<file path="src/n2a_pkg.sv">
// ----------------------------------------------------------------------------
// n2a_pkg: shared types and constants of the number to ASCII formatter
// Holds the conversion codes, the commands and status that pass between the
// controller and the datapath, and the digit-to-character lookup.
// ----------------------------------------------------------------------------
`default_nettype none

package n2a_pkg;

  // Conversion codes carried on in_cmd
  localparam logic [3:0] CMD_LITERAL = 4'd0;
  localparam logic [3:0] CMD_CHAR    = 4'd1;
  localparam logic [3:0] CMD_SDEC    = 4'd2;
  localparam logic [3:0] CMD_UDEC    = 4'd3;
  localparam logic [3:0] CMD_HEXL    = 4'd4;
  localparam logic [3:0] CMD_HEXU    = 4'd5;
  localparam logic [3:0] CMD_PTR     = 4'd6;
  localparam logic [3:0] CMD_PCT     = 4'd7;

  // Reciprocal of ten: x / 10 == (x * DIV10_MAGIC) >> DIV10_SHIFT for any 32-bit x
  localparam logic [31:0] DIV10_MAGIC = 32'hCCCC_CCCD;
  localparam int          DIV10_SHIFT = 35;

  // Number of hex digits the digit stack must hold (64-bit pointer)
  localparam int STACK_DEPTH = 16;

  // ASCII characters that the conversions emit besides digits
  localparam logic [7:0] ASCII_PCT   = 8'h25;
  localparam logic [7:0] ASCII_MINUS = 8'h2D;
  localparam logic [7:0] ASCII_ZERO  = 8'h30;
  localparam logic [7:0] ASCII_X     = 8'h78;

  // Source of the character that an emit command places on the output
  typedef enum logic [2:0] {
    SEL_IN_BYTE,
    SEL_PCT,
    SEL_MINUS,
    SEL_ZERO,
    SEL_X,
    SEL_DIGIT
  } char_sel_t;

  // Controller to datapath commands
  typedef struct packed {
    logic      load;    // capture the value to convert
    logic      mul;     // form the reciprocal product for a decimal digit
    logic      div;     // push a decimal digit and keep the quotient
    logic      hex;     // push a hex digit and shift the value
    logic      emit;    // drive one character onto the output
    char_sel_t sel;
    logic      upper;   // upper-case hex letters
    logic      last;    // character ends the conversion
  } dp_cmd_t;

  // Datapath to controller status
  typedef struct packed {
    logic in_neg;      // sign bit of the low word on the input
    logic dec_done;    // quotient of this decimal step is zero
    logic hex_done;    // value after this hex step is zero
    logic last_digit;  // one digit left on the stack
  } dp_stat_t;

  // Map a digit 0..15 to its ASCII character
  function automatic logic [7:0] digit_char(input logic [3:0] d, input logic upper);
    logic [7:0] c;
    if (d < 4'd10) begin
      c = 8'h30 + {4'h0, d};
    end else if (upper) begin
      c = 8'h41 + {4'h0, d} - 8'd10;
    end else begin
      c = 8'h61 + {4'h0, d} - 8'd10;
    end
    return c;
  endfunction

endpackage

`default_nettype wire

</file>
<file path="src/n2a_ctrl.sv">
// ----------------------------------------------------------------------------
// n2a_ctrl: conversion sequencer
// Decodes the request; emits a single character directly, or steps the
// datapath through digit extraction, then emission of prefixes and digits.
// ----------------------------------------------------------------------------
`default_nettype none

module n2a_ctrl (
  input  wire logic              clk,
  input  wire logic              rst_n,
  input  wire logic              start,
  input  wire logic [3:0]        in_cmd,
  input  wire n2a_pkg::dp_stat_t stat,
  output logic                   busy,
  output n2a_pkg::dp_cmd_t       cmd
);

  typedef enum logic [2:0] {
    ST_IDLE,
    ST_MUL,
    ST_DIV,
    ST_HEX,
    ST_MINUS,
    ST_ZERO,
    ST_X,
    ST_DIG
  } state_t;

  state_t state_r, state_nxt;
  logic   neg_r, neg_nxt;
  logic   ptr_r, ptr_nxt;
  logic   upper_r, upper_nxt;
  state_t after_conv;

  // First state after the digits are on the stack
  always_comb begin
    if (neg_r) begin
      after_conv = ST_MINUS;
    end else if (ptr_r) begin
      after_conv = ST_ZERO;
    end else begin
      after_conv = ST_DIG;
    end
  end

  // Next state and datapath commands
  always_comb begin
    state_nxt = state_r;
    neg_nxt   = neg_r;
    ptr_nxt   = ptr_r;
    upper_nxt = upper_r;
    cmd       = '0;
    cmd.sel   = n2a_pkg::SEL_IN_BYTE;
    cmd.upper = upper_r;
    case (state_r)
      ST_IDLE: begin
        if (start) begin
          neg_nxt   = 1'b0;
          ptr_nxt   = 1'b0;
          upper_nxt = 1'b0;
          case (in_cmd)
            n2a_pkg::CMD_LITERAL, n2a_pkg::CMD_CHAR: begin
              cmd.emit = 1'b1;
              cmd.sel  = n2a_pkg::SEL_IN_BYTE;
              cmd.last = 1'b1;
            end
            n2a_pkg::CMD_PCT: begin
              cmd.emit = 1'b1;
              cmd.sel  = n2a_pkg::SEL_PCT;
              cmd.last = 1'b1;
            end
            n2a_pkg::CMD_SDEC: begin
              cmd.load  = 1'b1;
              neg_nxt   = stat.in_neg;
              state_nxt = ST_MUL;
            end
            n2a_pkg::CMD_UDEC: begin
              cmd.load  = 1'b1;
              state_nxt = ST_MUL;
            end
            n2a_pkg::CMD_HEXL: begin
              cmd.load  = 1'b1;
              state_nxt = ST_HEX;
            end
            n2a_pkg::CMD_HEXU: begin
              cmd.load  = 1'b1;
              upper_nxt = 1'b1;
              state_nxt = ST_HEX;
            end
            n2a_pkg::CMD_PTR: begin
              cmd.load  = 1'b1;
              ptr_nxt   = 1'b1;
              state_nxt = ST_HEX;
            end
            default: begin
              // unknown conversion: nothing to print
            end
          endcase
        end
      end
      ST_MUL: begin
        cmd.mul   = 1'b1;
        state_nxt = ST_DIV;
      end
      ST_DIV: begin
        cmd.div   = 1'b1;
        state_nxt = stat.dec_done ? after_conv : ST_MUL;
      end
      ST_HEX: begin
        cmd.hex   = 1'b1;
        state_nxt = stat.hex_done ? after_conv : ST_HEX;
      end
      ST_MINUS: begin
        cmd.emit  = 1'b1;
        cmd.sel   = n2a_pkg::SEL_MINUS;
        state_nxt = ST_DIG;
      end
      ST_ZERO: begin
        cmd.emit  = 1'b1;
        cmd.sel   = n2a_pkg::SEL_ZERO;
        state_nxt = ST_X;
      end
      ST_X: begin
        cmd.emit  = 1'b1;
        cmd.sel   = n2a_pkg::SEL_X;
        state_nxt = ST_DIG;
      end
      ST_DIG: begin
        cmd.emit = 1'b1;
        cmd.sel  = n2a_pkg::SEL_DIGIT;
        cmd.last = stat.last_digit;
        if (stat.last_digit) begin
          state_nxt = ST_IDLE;
        end
      end
      default: begin
        state_nxt = ST_IDLE;
      end
    endcase
  end

  // Hold state and conversion flags
  always_ff @(posedge clk) begin
    if (!rst_n) begin
      state_r <= ST_IDLE;
      neg_r   <= 1'b0;
      ptr_r   <= 1'b0;
      upper_r <= 1'b0;
    end else begin
      state_r <= state_nxt;
      neg_r   <= neg_nxt;
      ptr_r   <= ptr_nxt;
      upper_r <= upper_nxt;
    end
  end

  assign busy = (state_r != ST_IDLE);

endmodule

`default_nettype wire

</file>
<file path="src/n2a_dpath.sv">
// ----------------------------------------------------------------------------
// n2a_dpath: digit extraction and character output
// Splits the value into digits, least significant first, onto a nibble stack,
// then pops them most significant first through the character lookup.
// ----------------------------------------------------------------------------
`default_nettype none

module n2a_dpath (
  input  wire logic             clk,
  input  wire logic             rst_n,
  input  wire logic [3:0]       in_cmd,
  input  wire logic [63:0]      in_value,
  input  wire n2a_pkg::dp_cmd_t cmd,
  output n2a_pkg::dp_stat_t     stat,
  output logic                  out_valid,
  output logic [7:0]            out_ascii_char,
  output logic                  out_last_char
);

  localparam int CntW = $clog2(n2a_pkg::STACK_DEPTH + 1);

  logic [63:0] val_r, val_nxt;
  logic [63:0] prod_r;
  logic [n2a_pkg::STACK_DEPTH-1:0][3:0] stk_r;
  logic [CntW-1:0] cnt_r;
  logic        out_valid_r;
  logic [7:0]  out_char_r;
  logic        out_last_r;

  logic [31:0] low32;
  logic [28:0] quot;
  logic [31:0] rem32;
  logic [3:0]  push_digit;
  logic        push;
  logic [7:0]  char_sel;

  assign low32 = in_value[31:0];

  // Value to convert: magnitude for negative decimal, full word for pointer
  always_comb begin
    case (in_cmd)
      n2a_pkg::CMD_SDEC: val_nxt = low32[31] ? {32'h0, (~low32) + 32'd1} : {32'h0, low32};
      n2a_pkg::CMD_PTR:  val_nxt = in_value;
      default:           val_nxt = {32'h0, low32};
    endcase
  end

  // Divide by ten from the registered reciprocal product
  assign quot  = prod_r[63:n2a_pkg::DIV10_SHIFT];
  assign rem32 = val_r[31:0] - {quot, 3'b000} - {2'b00, quot, 1'b0};

  assign push       = cmd.div | cmd.hex;
  assign push_digit = cmd.div ? rem32[3:0] : val_r[3:0];

  // Status back to the controller
  assign stat.in_neg     = low32[31];
  assign stat.dec_done   = (quot == 29'd0);
  assign stat.hex_done   = (val_r[63:4] == 60'd0);
  assign stat.last_digit = (cnt_r == CntW'(1));

  // Pick the character to emit
  always_comb begin
    case (cmd.sel)
      n2a_pkg::SEL_IN_BYTE: char_sel = in_value[7:0];
      n2a_pkg::SEL_PCT:     char_sel = n2a_pkg::ASCII_PCT;
      n2a_pkg::SEL_MINUS:   char_sel = n2a_pkg::ASCII_MINUS;
      n2a_pkg::SEL_ZERO:    char_sel = n2a_pkg::ASCII_ZERO;
      n2a_pkg::SEL_X:       char_sel = n2a_pkg::ASCII_X;
      n2a_pkg::SEL_DIGIT:   char_sel = n2a_pkg::digit_char(stk_r[0], cmd.upper);
      default:              char_sel = in_value[7:0];
    endcase
  end

  // Value, product and digit stack payload
  always_ff @(posedge clk) begin
    if (cmd.load) begin
      val_r <= val_nxt;
    end else if (cmd.div) begin
      val_r <= {35'h0, quot};
    end else if (cmd.hex) begin
      val_r <= {4'h0, val_r[63:4]};
    end
    if (cmd.mul) begin
      prod_r <= val_r[31:0] * n2a_pkg::DIV10_MAGIC;
    end
    if (push) begin
      stk_r <= {stk_r[n2a_pkg::STACK_DEPTH-2:0], push_digit};
    end else if (cmd.emit && cmd.sel == n2a_pkg::SEL_DIGIT) begin
      stk_r <= {4'h0, stk_r[n2a_pkg::STACK_DEPTH-1:1]};
    end
    out_char_r <= char_sel;
    out_last_r <= cmd.last;
  end

  // Stack depth and output strobe
  always_ff @(posedge clk) begin
    if (!rst_n) begin
      cnt_r       <= '0;
      out_valid_r <= 1'b0;
    end else begin
      out_valid_r <= cmd.emit;
      if (cmd.load) begin
        cnt_r <= '0;
      end else if (push) begin
        cnt_r <= cnt_r + CntW'(1);
      end else if (cmd.emit && cmd.sel == n2a_pkg::SEL_DIGIT) begin
        cnt_r <= cnt_r - CntW'(1);
      end
    end
  end

  assign out_valid      = out_valid_r;
  assign out_ascii_char = out_char_r;
  assign out_last_char  = out_last_r;

  // Stack never underflows or overflows, the last digit empties it, and load never coincides with emit
  a_no_underflow: assert property (@(posedge clk) disable iff (!rst_n)
    (cmd.emit && cmd.sel == n2a_pkg::SEL_DIGIT) |-> (cnt_r != '0))
    else $error("digit popped from empty stack");

  a_no_overflow: assert property (@(posedge clk) disable iff (!rst_n)
    push |-> (cnt_r != CntW'(n2a_pkg::STACK_DEPTH)))
    else $error("digit pushed onto full stack");

  a_last_empties: assert property (@(posedge clk) disable iff (!rst_n)
    (cmd.emit && cmd.sel == n2a_pkg::SEL_DIGIT && cmd.last) |=> (cnt_r == '0))
    else $error("digits left after last character");

  a_load_idle_out: assert property (@(posedge clk) disable iff (!rst_n)
    cmd.load |-> !cmd.emit)
    else $error("load and emit in the same cycle");

endmodule

`default_nettype wire

</file>
<file path="src/number_to_ascii_formatter_top.sv">
// ----------------------------------------------------------------------------
// number_to_ascii_formatter_top: printf-style integer conversion
// Turns a request into its ASCII characters, one per cycle after extraction.
// ----------------------------------------------------------------------------
// Usage:
//   A request (in_cmd, in_value) is taken at a rising edge with start high
//   and busy low. Characters come out on out_ascii_char, each for exactly
//   one cycle with out_valid high; out_last_char marks the final one. The
//   receiver cannot stall, so the block paces the output itself.
// Timing:
//   Literal, %c and %%: busy stays low and the character shows the next
//   cycle, so such requests may come every cycle.
//   Decimal: per digit, a reciprocal multiply and then a correction step
//   that pushes the digit; then an optional '-', then the digits.
//   Hex: one nibble extraction step per digit, then the digits; pointer
//   converts the full 64-bit value and adds "0x" before its digits.
//   The digit stack reverses digit order. An unknown code is taken and
//   prints nothing.
// Reset:
//   rst_n low returns the sequencer to idle and drops any request in flight.
// ----------------------------------------------------------------------------
`default_nettype none

module number_to_ascii_formatter_top (
  input  wire logic        clk,
  input  wire logic        rst_n,
  input  wire logic        start,
  output logic             busy,
  input  wire logic [3:0]  in_cmd,
  input  wire logic [63:0] in_value,
  output logic             out_valid,
  output logic [7:0]       out_ascii_char,
  output logic             out_last_char
);

  n2a_pkg::dp_cmd_t  dp_cmd;
  n2a_pkg::dp_stat_t dp_stat;

  // Sequencer
  n2a_ctrl u_ctrl (
    .clk    (clk),
    .rst_n  (rst_n),
    .start  (start),
    .in_cmd (in_cmd),
    .stat   (dp_stat),
    .busy   (busy),
    .cmd    (dp_cmd)
  );

  // Digit datapath and output register
  n2a_dpath u_dpath (
    .clk            (clk),
    .rst_n          (rst_n),
    .in_cmd         (in_cmd),
    .in_value       (in_value),
    .cmd            (dp_cmd),
    .stat           (dp_stat),
    .out_valid      (out_valid),
    .out_ascii_char (out_ascii_char),
    .out_last_char  (out_last_char)
  );

endmodule

`default_nettype wire
</file>
<file path="config.mk">
export PLATFORM = sky130hd
export DESIGN_NAME = number_to_ascii_formatter_top
export DESIGN_NICKNAME = d
export VERILOG_FILES = /design/src/n2a_pkg.sv /design/src/n2a_ctrl.sv /design/src/n2a_dpath.sv /design/src/number_to_ascii_formatter_top.sv
export SDC_FILE = /design/constraint.sdc
export NUM_CORES = 1
export LEC_CHECK = 0
export BUFFER_PORTS_ARGS = -buffer_cell sky130_fd_sc_hd__buf_2
export CAP_MARGIN = 20
export CORE_MARGIN = 10
export CORE_UTILIZATION = 58
export CTS_CLUSTER_DIAMETER = 40
export DETAILED_ROUTE_END_ITERATION = 16
export GPL_TIMING_DRIVEN = 1
export PLACE_DENSITY = 0.82
export SYNTH_ARGS = -nofsm -noshare
export SYNTH_HDL_FRONTEND = slang
export SYNTH_SLANG_ARGS = --single-unit
</file>
<file path="constraint.sdc">
create_clock -name clk -period 15.63 [get_ports clk]
set_input_delay 3.126 -clock clk [delete_from_list [all_inputs] [get_ports clk]]
set_output_delay 3.126 -clock clk [all_outputs]
set_load 0.01 [all_outputs]
</file>
* Word-level counts from Yosys, hierarchy flattened
Cells that the tools add are included.
** Word-level totals
- Register bits after elaboration :: 213
- Word-level logic and storage cells :: 117
** Operators by class
- $add $sub $neg :: 10
- Multiply operators :: 1
- Order comparisons :: 1
- Equality and inequality tests :: 23
- Muxes and demuxes :: 36
- Bitwise logic cells :: 3
- Reduce and logical (&&, ||, !) cells :: 17
** Operators by type and width (number)
- $mux 64 :: 5
- $pmux 64 s2 :: 1
- $mul 32x32->64 const B :: 1
- $logic_not 60->1 :: 1
- $pmux 8 s5 :: 1
- $add 32x1->32 const B :: 1
- $mux 32 :: 1
- $not 32->32 :: 1
- $logic_not 29->1 :: 1
- $pmux 3 s7 :: 1
- $pmux 4 s5 :: 1
- $eq 3x3->1 const B :: 6
- $add 7x4->8 const A :: 2
- $eq 4x3->1 const B :: 4
- $mux 8 :: 2
- $sub 8x4->8 const B :: 2
- $mux 3 :: 5
- $eq 3x2->1 const B :: 4
- $mux 1 :: 11
- $mux 5 :: 2
- $eq 4x2->1 const B :: 2
- $mux 4 :: 2
- $pmux 4 s2 :: 1
- $reduce_or 2->1 :: 4
- 25 further kinds :: 29

* Longest topological paths before layout
Gate-level depths: netlist (run 1).
- Word-level depth :: 9
- Gate-level depth with buffers :: 26
- Mapped depth without buffers :: 26

* Modules after synthesis
Synthesis (run 1) repeated with hierarchy kept, for this count alone.
** Second synthesis, totals
- Cell total of the unflattened synthesis :: 2548
- Area total of the unflattened synthesis :: 25672.1 sq um
** By module, submodules not included
- n2a_dpath :: times used 1, cells each 2486, area each 25220.4 sq um, sequential area each 5014.8 sq um
- n2a_ctrl :: times used 1, cells each 62, area each 451.7 sq um, sequential area each 120.1 sq um

* Worst setup path before layout (run 1)
Ideal clock, no wire load.
- Kind :: register to register
- Start :: register u_dpath.val_r[14]
- End :: register u_dpath.prod_r[62] (data pin)
- Arrival :: 6.634 ns
- Required time :: 15.370 ns
- Path slack :: 8.736 ns
- Stages on the path, launching flop included :: 24
- Path buffers :: 0
- Period minus slack after synthesis :: 6.894 ns
- Cells stage by stage :: edfxtp_1 inv_1 ha_1 inv_1 fa_1 inv_1 fa_1 inv_1 fa_1 inv_1 fa_1 fa_1 fa_1 fa_1 ha_1 a21o_1 a31oi_1 o21ai_1 a311o_1 or3b_4 o221ai_4 o211ai_4 a311oi_2 xnor2_1
** Between the ends
- Longest elaborated chain between the ends :: 1
** RTL lines
- start: declaration :: RTL line n2a_dpath.sv:22 : logic [63:0] val_r, val_nxt;
- start signal: assignment :: RTL line n2a_dpath.sv:77 : val_r <= val_nxt;
- start signal: assignment :: RTL line n2a_dpath.sv:79 : val_r <= {35'h0, quot};
- start signal: assignment :: RTL line n2a_dpath.sv:81 : val_r <= {4'h0, val_r[63:4]};
- $mul 32x32->64 :: RTL line n2a_dpath.sv:84 : prod_r <= val_r[31:0] * n2a_pkg::DIV10_MAGIC;
- end signal: assignment :: RTL line n2a_dpath.sv:84
- end: declaration :: RTL line n2a_dpath.sv:23 : logic [63:0] prod_r;
No other way between the ends.
A chain may end at the register's enable or synchronous reset.

* Worst setup path after layout (run 1)
- Start :: register u_dpath.val_r[17]
- End :: register u_dpath.prod_r[57] (data pin)
Same word-level chain as after synthesis.

==> results of run 1 <==
-- worst max-delay path, stage by stage (launching register included) --
cell and delay (ns):
edfxtp_1 0.65, inv_1 0.14, ha_1 0.54, inv_1 0.23
fa_1 0.54, inv_1 0.05, fa_1 0.49, inv_1 0.05
fa_1 0.50, inv_1 0.05, fa_1 0.47, fa_1 0.44
fa_1 0.51, inv_1 0.05, fa_1 0.47, inv_1 0.04
ha_1 0.33, and4_1 0.24, and3_1 0.24, o311ai_0 0.20
a21oi_1 0.47, o32ai_1 0.17, a21oi_1 0.44, a311o_1 0.43
a31oi_1 0.15, xnor2_1 0.15
-- sequential cells by signal (all words and copies together), names as in the netlist --
name	cells
u_dpath.out_valid	1
u_ctrl.state_r	3
u_ctrl.upper_r	1
u_dpath.stk_r	64
u_dpath.prod_r	29
u_dpath.out_ascii_char	8
u_ctrl.neg_r	1
u_dpath.cnt_r	5
u_dpath.val_r	64
u_ctrl.ptr_r	1
u_dpath.out_last_char	1
-- per-stage QoR --
step	worst slack (ns)	hold slack (ns)	utilization, %
floorplan	8.736	0.4319	-
finish	7.348	0.5119	62.57
global route	7.026	0.5439	62.57
global placement	7.612	0.4808	61.14
CTS	7.451	0.5180	62.50
detailed placement	7.460	0.5034	61.14
-- routing by layer --
layer	routed length [µm]	track usage (%)
met4	3939	13.57
met5	0	0
met1	29110	35.76
met2	35320	46.69
met3	4137	3.301
-- worst max path at each step --
stage	from	slack [ns]	to	cells after the start
finish	u_dpath.val_r[17]	7.35	u_dpath.prod_r[57]	25
global route	u_dpath.val_r[19]	7.03	u_dpath.prod_r[57]	25
CTS	u_dpath.val_r[19]	7.45	u_dpath.prod_r[57]	25
detailed placement	u_dpath.val_r[19]	7.46	u_dpath.prod_r[57]	25
global placement	u_dpath.val_r[19]	7.61	u_dpath.prod_r[57]	25
floorplan	u_dpath.val_r[14]	8.74	u_dpath.prod_r[62]	23
-- cell usage in the layout (no fill, tap or decap), types with 4 or more instances in the layout --
master / n
inv_8: 4
clkbuf_16: 17
and2_1: 17
nand2_1: 254
buf_4: 7
nand4_1: 24
or3_1: 8
nor3_1: 27
ha_1: 369
mux2i_1: 5
o211ai_1: 4
fa_1: 386
a21oi_1: 110
nor2b_1: 7
o21bai_1: 10
a211oi_1: 37
xnor2_1: 54
nor2_1: 89
nand3_1: 22
o31ai_1: 7
xor2_1: 56
nand2b_1: 4
nor4_1: 17
a21o_1: 37
nor3b_1: 4
o21a_1: 5
buf_2: 81
o21ai_0: 52
a31oi_1: 14
a22o_1: 28
inv_6: 6
inv_1: 562
dfxtp_1: 21
or2_2: 7
edfxtp_1: 157
-- final cells by class --
cell class,instances,area (µm²),share of cell area (%)
multi-input cells,1713,17900,66.41
flip-flops and latches,178,5135,19.05
inverters,563,2113,7.841
well taps,585,732.0,2.716
repair buffers,90,488.0,1.811
clock buffers,18,429.2,1.592
clock inverters,14,155.1,0.5756
-- cells by family after synthesis --
kind of cell / Yosys count
AOI/OAI and AO/OA: 335
xor gates and xnor gates: 110
adders and majority gates: 755
buffers and inverters: 618
DFF: 178
muxes: 5
and+or+nand+nor: 508
==> results_dict.tcl, run 1 <==
set metrics [dict create \
    antenna_cells 0 \
    drv_slew 0 \
    overflow 0 \
    antenna_found_initial 0 \
    synthXorXnorAreaFrac_pct 3.805 \
    rsz0062_at_grt "no" \
    place_area_mm2 0.02634 \
    row_count 76 \
    fillers 3544 \
    clock.fmax_mhz 120.7 \
    synthCells 2509 \
    report.final.hold_viol_count 0 \
    syn-num-nets 3335 \
    synth_seq_cells 178 \
    max_slew.worst_pin.slew_ns 0.9241 \
    rrSetupSlack_ns 7.35 \
    placedCellCount 3127 \
    synthMuxAreaShare_pct 0.1977 \
    synth_top_family_by_area "adder cells" \
    io_buffers 81 \
    arrival_ns 8.48 \
    cts_root_buf "clkbuf_16" \
    syn_area_per_cell_um2 10.09 \
    skew_ns 0.01676 \
    synth_compound_area_share_pct 8.792 \
    vias 18390 \
    dr.first_iter.drc_count 1883 \
    start_util_pct 58.77 \
    remaining_drc_errors 0 \
    start_kind "register" \
    cts_hold_buffers 0 \
    first_pass_iters 6 \
    worstSetupPathType "reg2reg" \
    ys_async_sr_fraction_pct 0 \
    setup_viol 0 \
    final_layout_size_suffix_gt1_share_pct 5.784 \
    end_kind "register" \
    finalCriticalPeriod_ns 8.282 \
    synth-simple-area-share_pct 9.000 \
    vias_per_cell 5.818 \
    stdcell_area_mm2 0.02695 \
    status "finished clean" \
    track_usage_pct 28.01 \
    cts_tree "built" \
    yosysMostFrequentCell "inv_1" \
    yosysWarnings 0 \
    wl_um 72510 \
    yosys-top-cells-area "fa_1 (31%), edfxtp_1 (19%), ha_1 (18%), inv_1 (8.3%), nand2_1 (3.8%)" \
    ys_top_cells_by_count "inv_1 (562), fa_1 (386), ha_1 (369)" \
    place_congestion 1.019 \
    grt_pass1_wl_um 112900 \
    die_h_um 228.9 \
    cts_buffers 17 \
    worst_hold_path.num_cells 1 \
    clock_path_buffers 2 \
    min_path_type "reg2reg" \
    post-cts-setup-buffers 0 \
    min_to "u_dpath.out_ascii_char[5]" \
    ant_nets 0 \
    die_area_mm2 0.05241 \
    synth.distinct_cells 65 \
    wl_per_cell_um 22.94 \
    cts_resized 0 \
    dpl.hpwl_um 62910 \
    final_cells 3161 \
    r2r-start "u_dpath.val_r[17]" \
    r2r-end "u_dpath.prod_r[57]" \
    core_mm2 0.04308 \
    grt_pass1_vias 19230 \
    grt_max_degree 71 \
    ctsHtreeMaxLevel 4 \
    finalCritPeriodShare_pct 52.99 \
    synth.top_cell.area_share_pct 30.52 \
    synth_seq_area_share_pct 20.28 \
    syn_area_mm2 0.02532 \
    synth_adder_area_share_pct 48.76 \
    synth-edff-count 157 \
    fin_setup_tns_ns 0 \
    cts_sinks 178 \
    slew_headroom_pct 37.53 \
    crit_fanout 6 \
    synthFlopType "edfxtp_1" \
    yosysTopAreaCell "fa_1" \
    clk_latency_ns 0.45 \
    cts.clk_slew.worst_paths_ns 0.08 \
    required_ns 15.83 \
    nets 3389 \
    maxCapViolCount 0 \
    rr_worst_depth 25 \
    die_w_um 228.9 \
    syn2layout_area_growth_pct 6.459 \
    hp-start "u_ctrl.upper_r" \
    ios 82 \
]
Power of run 1 is left out: the tool's default activity adds up to more than one toggle a clock period on the data nets, which glitch-free logic cannot reach.
==> run 2: changes to the inputs <==
--- a/config.mk
+++ b/config.mk
@@ -5,6 +5,7 @@
 export SDC_FILE = /design/constraint.sdc
 export NUM_CORES = 1
 export LEC_CHECK = 0
+export ABC_AREA = 1
 export BUFFER_PORTS_ARGS = -buffer_cell sky130_fd_sc_hd__buf_2
 export CAP_MARGIN = 20
 export CORE_MARGIN = 10
==> constraint.sdc (replaced) <==
create_clock -name clk -period 8.1 [get_ports clk]
set_input_delay 1.62 -clock clk [delete_from_list [all_inputs] [get_ports clk]]
set_output_delay 1.62 -clock clk [all_outputs]
set_load 0.01 [all_outputs]
==> results_dict.tcl, run 2 <==
set metrics [dict create \
    top_usage_layer "met2" \
    maxCapViolCount 0 \
    worst_slack_ns 0.7234 \
    arrival_ns 7.61 \
    synth_seq_area_share_pct 18.46 \
    final_common_cell "inv_1" \
    first_pass_iters 8 \
    placedCellCount 3993 \
    use_met1_pct 40.02 \
    dpl.hpwl_um 73800 \
    nets 4223 \
    syn_area_mm2 0.02781 \
    status "finished clean" \
    r2r-start "u_dpath.val_r[19]" \
    worst_hold_path.num_cells 2 \
    synthCells 3330 \
    antenna_cells 0 \
    ctsHtreeMaxLevel 4 \
    grt_max_degree 67 \
    start_util_pct 58.49 \
    row_count 80 \
    start_kind "register" \
    yosysTopAreaCell "fa_1" \
    cts_sinks 178 \
    grt_pass1_wl_um 132300 \
    required_ns 8.33 \
    hp-start "u_ctrl.ptr_r" \
    syn2layout_area_growth_pct 5.966 \
    final_cells 4025 \
    finalCriticalPeriod_ns 7.377 \
    synth.distinct_cells 42 \
    core_mm2 0.04755 \
    rr_worst_depth 25 \
    grt_use_met2_pct 47.47 \
    min_to "u_ctrl.ptr_r" \
    syn_area_per_cell_um2 8.351 \
    antenna_found_initial 1 \
    post-place-ws_ns 0.9200 \
    cts_resized 0 \
    die_w_um 239.0 \
    post-cts-setup-buffers 0 \
    clock.fmax_mhz 135.6 \
    wl_per_cell_um 21.33 \
    final_layout_size_suffix_gt1_share_pct 4.897 \
    wl_um 85870 \
    drv_slew 0 \
    synth.top_cell.area_share_pct 27.79 \
    top_regs "u_dpath.stk_r (64), u_dpath.val_r (64), u_dpath.prod_r (29)" \
    io_buffers 81 \
    vias_per_cell 5.643 \
    ys_top_cells_by_count "inv_1 (809), nand2_1 (738), fa_1 (386)" \
    r2r-end "u_dpath.prod_r[60]" \
    yosysMostFrequentCell "inv_1" \
    final_cell_mix "inv_1 (808), nand2_1 (736), fa_1 (386)" \
    place_congestion 1.170 \
    die_area_mm2 0.05710 \
    overflow 0 \
    ant_nets 0 \
    die_h_um 239.0 \
    end_kind "register" \
    rsz0062_at_grt "no" \
    syn-num-nets 4156 \
    cts_root_buf "clkbuf_16" \
    clk_latency_ns 0.48 \
    yosys-top-cells-area "fa_1 (28%), edfxtp_1 (17%), ha_1 (17%), inv_1 (11%), nand2_1 (10%)" \
    max_slew.worst_pin.slew_ns 0.9676 \
    yosysWarnings 0 \
    finalCritPeriodShare_pct 91.07 \
    vias 22720 \
    met3_usage_pct 5.475 \
    synthFlopType "edfxtp_1" \
    worstSetupPathType "reg2reg" \
    cts_hold_buffers 0 \
    cts_tree "built" \
    postLayoutCoreUtil_pct 61.98 \
    ios 82 \
    setup_viol 0 \
    ys_async_sr_fraction_pct 0 \
    fin_setup_tns_ns 0 \
    rrSetupSlack_ns 0.72 \
    slew_headroom_pct 34.81 \
    skew_ns 0.01876 \
    min_path_type "reg2reg" \
    track_usage_pct 30.99 \
    crit_fanout 6 \
    clock_path_buffers 2 \
    cts.clk_slew.worst_paths_ns 0.09 \
    dr.first_iter.drc_count 2691 \
    synth-edff-count 157 \
    report.final.hold_viol_count 0 \
    synth_seq_cells 178 \
    cts_buffers 17 \
    remaining_drc_errors 0 \
    grt_pass1_vias 22990 \
]
[run 2: critical path, cell delays in order, from the launching register on]
cell and delay (ns):
edfxtp_1 0.63, inv_1 0.21, ha_1 0.63, inv_1 0.15, fa_1 0.51, inv_1 0.06
fa_1 0.50, inv_1 0.07, fa_1 0.51, inv_1 0.06, fa_1 0.47, fa_1 0.43
fa_1 0.53, inv_1 0.05, fa_1 0.48, inv_1 0.04, ha_1 0.40, nand2_1 0.14
nor2_1 0.26, inv_1 0.07, nor2_1 0.30, inv_1 0.17, nor4_1 0.21, nand2_1 0.11
nand3_1 0.08, nand2_1 0.05
[run 2: logic make-up (layout without fill, tap and decap cells)]
kind of cell | after synthesis | count (layout) | share of synthesized area [%]
simple gates | 1151 | 1151 | 16.72
buf+inv | 863 | 943 | 11.88
fa+ha+maj | 755 | 755 | 44.39
compound gates | 331 | 331 | 6.906
flops | 178 | 178 | 18.46
xor+xnor | 52 | 52 | 1.638
[run 2: worst max path at each step]
stage	slack, ns	from	depth (start not counted)	to
after floorplan	2.09	u_dpath.val_r[18]	25	u_dpath.prod_r[63]
after global placement	0.98	u_dpath.val_r[20]	25	u_dpath.prod_r[60]
after detailed placement	0.92	u_dpath.val_r[19]	25	u_dpath.prod_r[60]
after CTS	0.89	u_dpath.val_r[19]	25	u_dpath.prod_r[60]
after global routing	0.54	u_dpath.val_r[19]	25	u_dpath.prod_r[63]
final	0.72	u_dpath.val_r[19]	25	u_dpath.prod_r[60]
[run 2: layer usage]
layer	share of wire, %	wire [µm]	vias to the layer above
li1	-	-	10440
met1	39	33250	10780
met2	44	37980	1217
met3	9.6	8236	274
met4	7.4	6396	0
met5	0	0	-
[run 2: per-stage QoR]
step | hold WS [ns] | area [µm²]
after floorplan | 0.4437 | 27810
after global placement | 0.4579 | 28850
after detailed placement | 0.4658 | 28850
after CTS | 0.4767 | 29470
after global routing | 0.5151 | 29470
final | 0.4743 | 29470
[run 2: final cells by class]
type | count | area, µm²
Multi-Input combinational cell | 2289 | 19380
Clock inverter | 15 | 191.4
Fill cell | 4071 | 18080
Sequential cell | 178 | 5135
Timing Repair Buffer | 92 | 488.0
Inverter | 819 | 3074
Tap cell | 615 | 769.5
Clock buffer | 17 | 425.4
Power of run 2 is left out for the same reason.
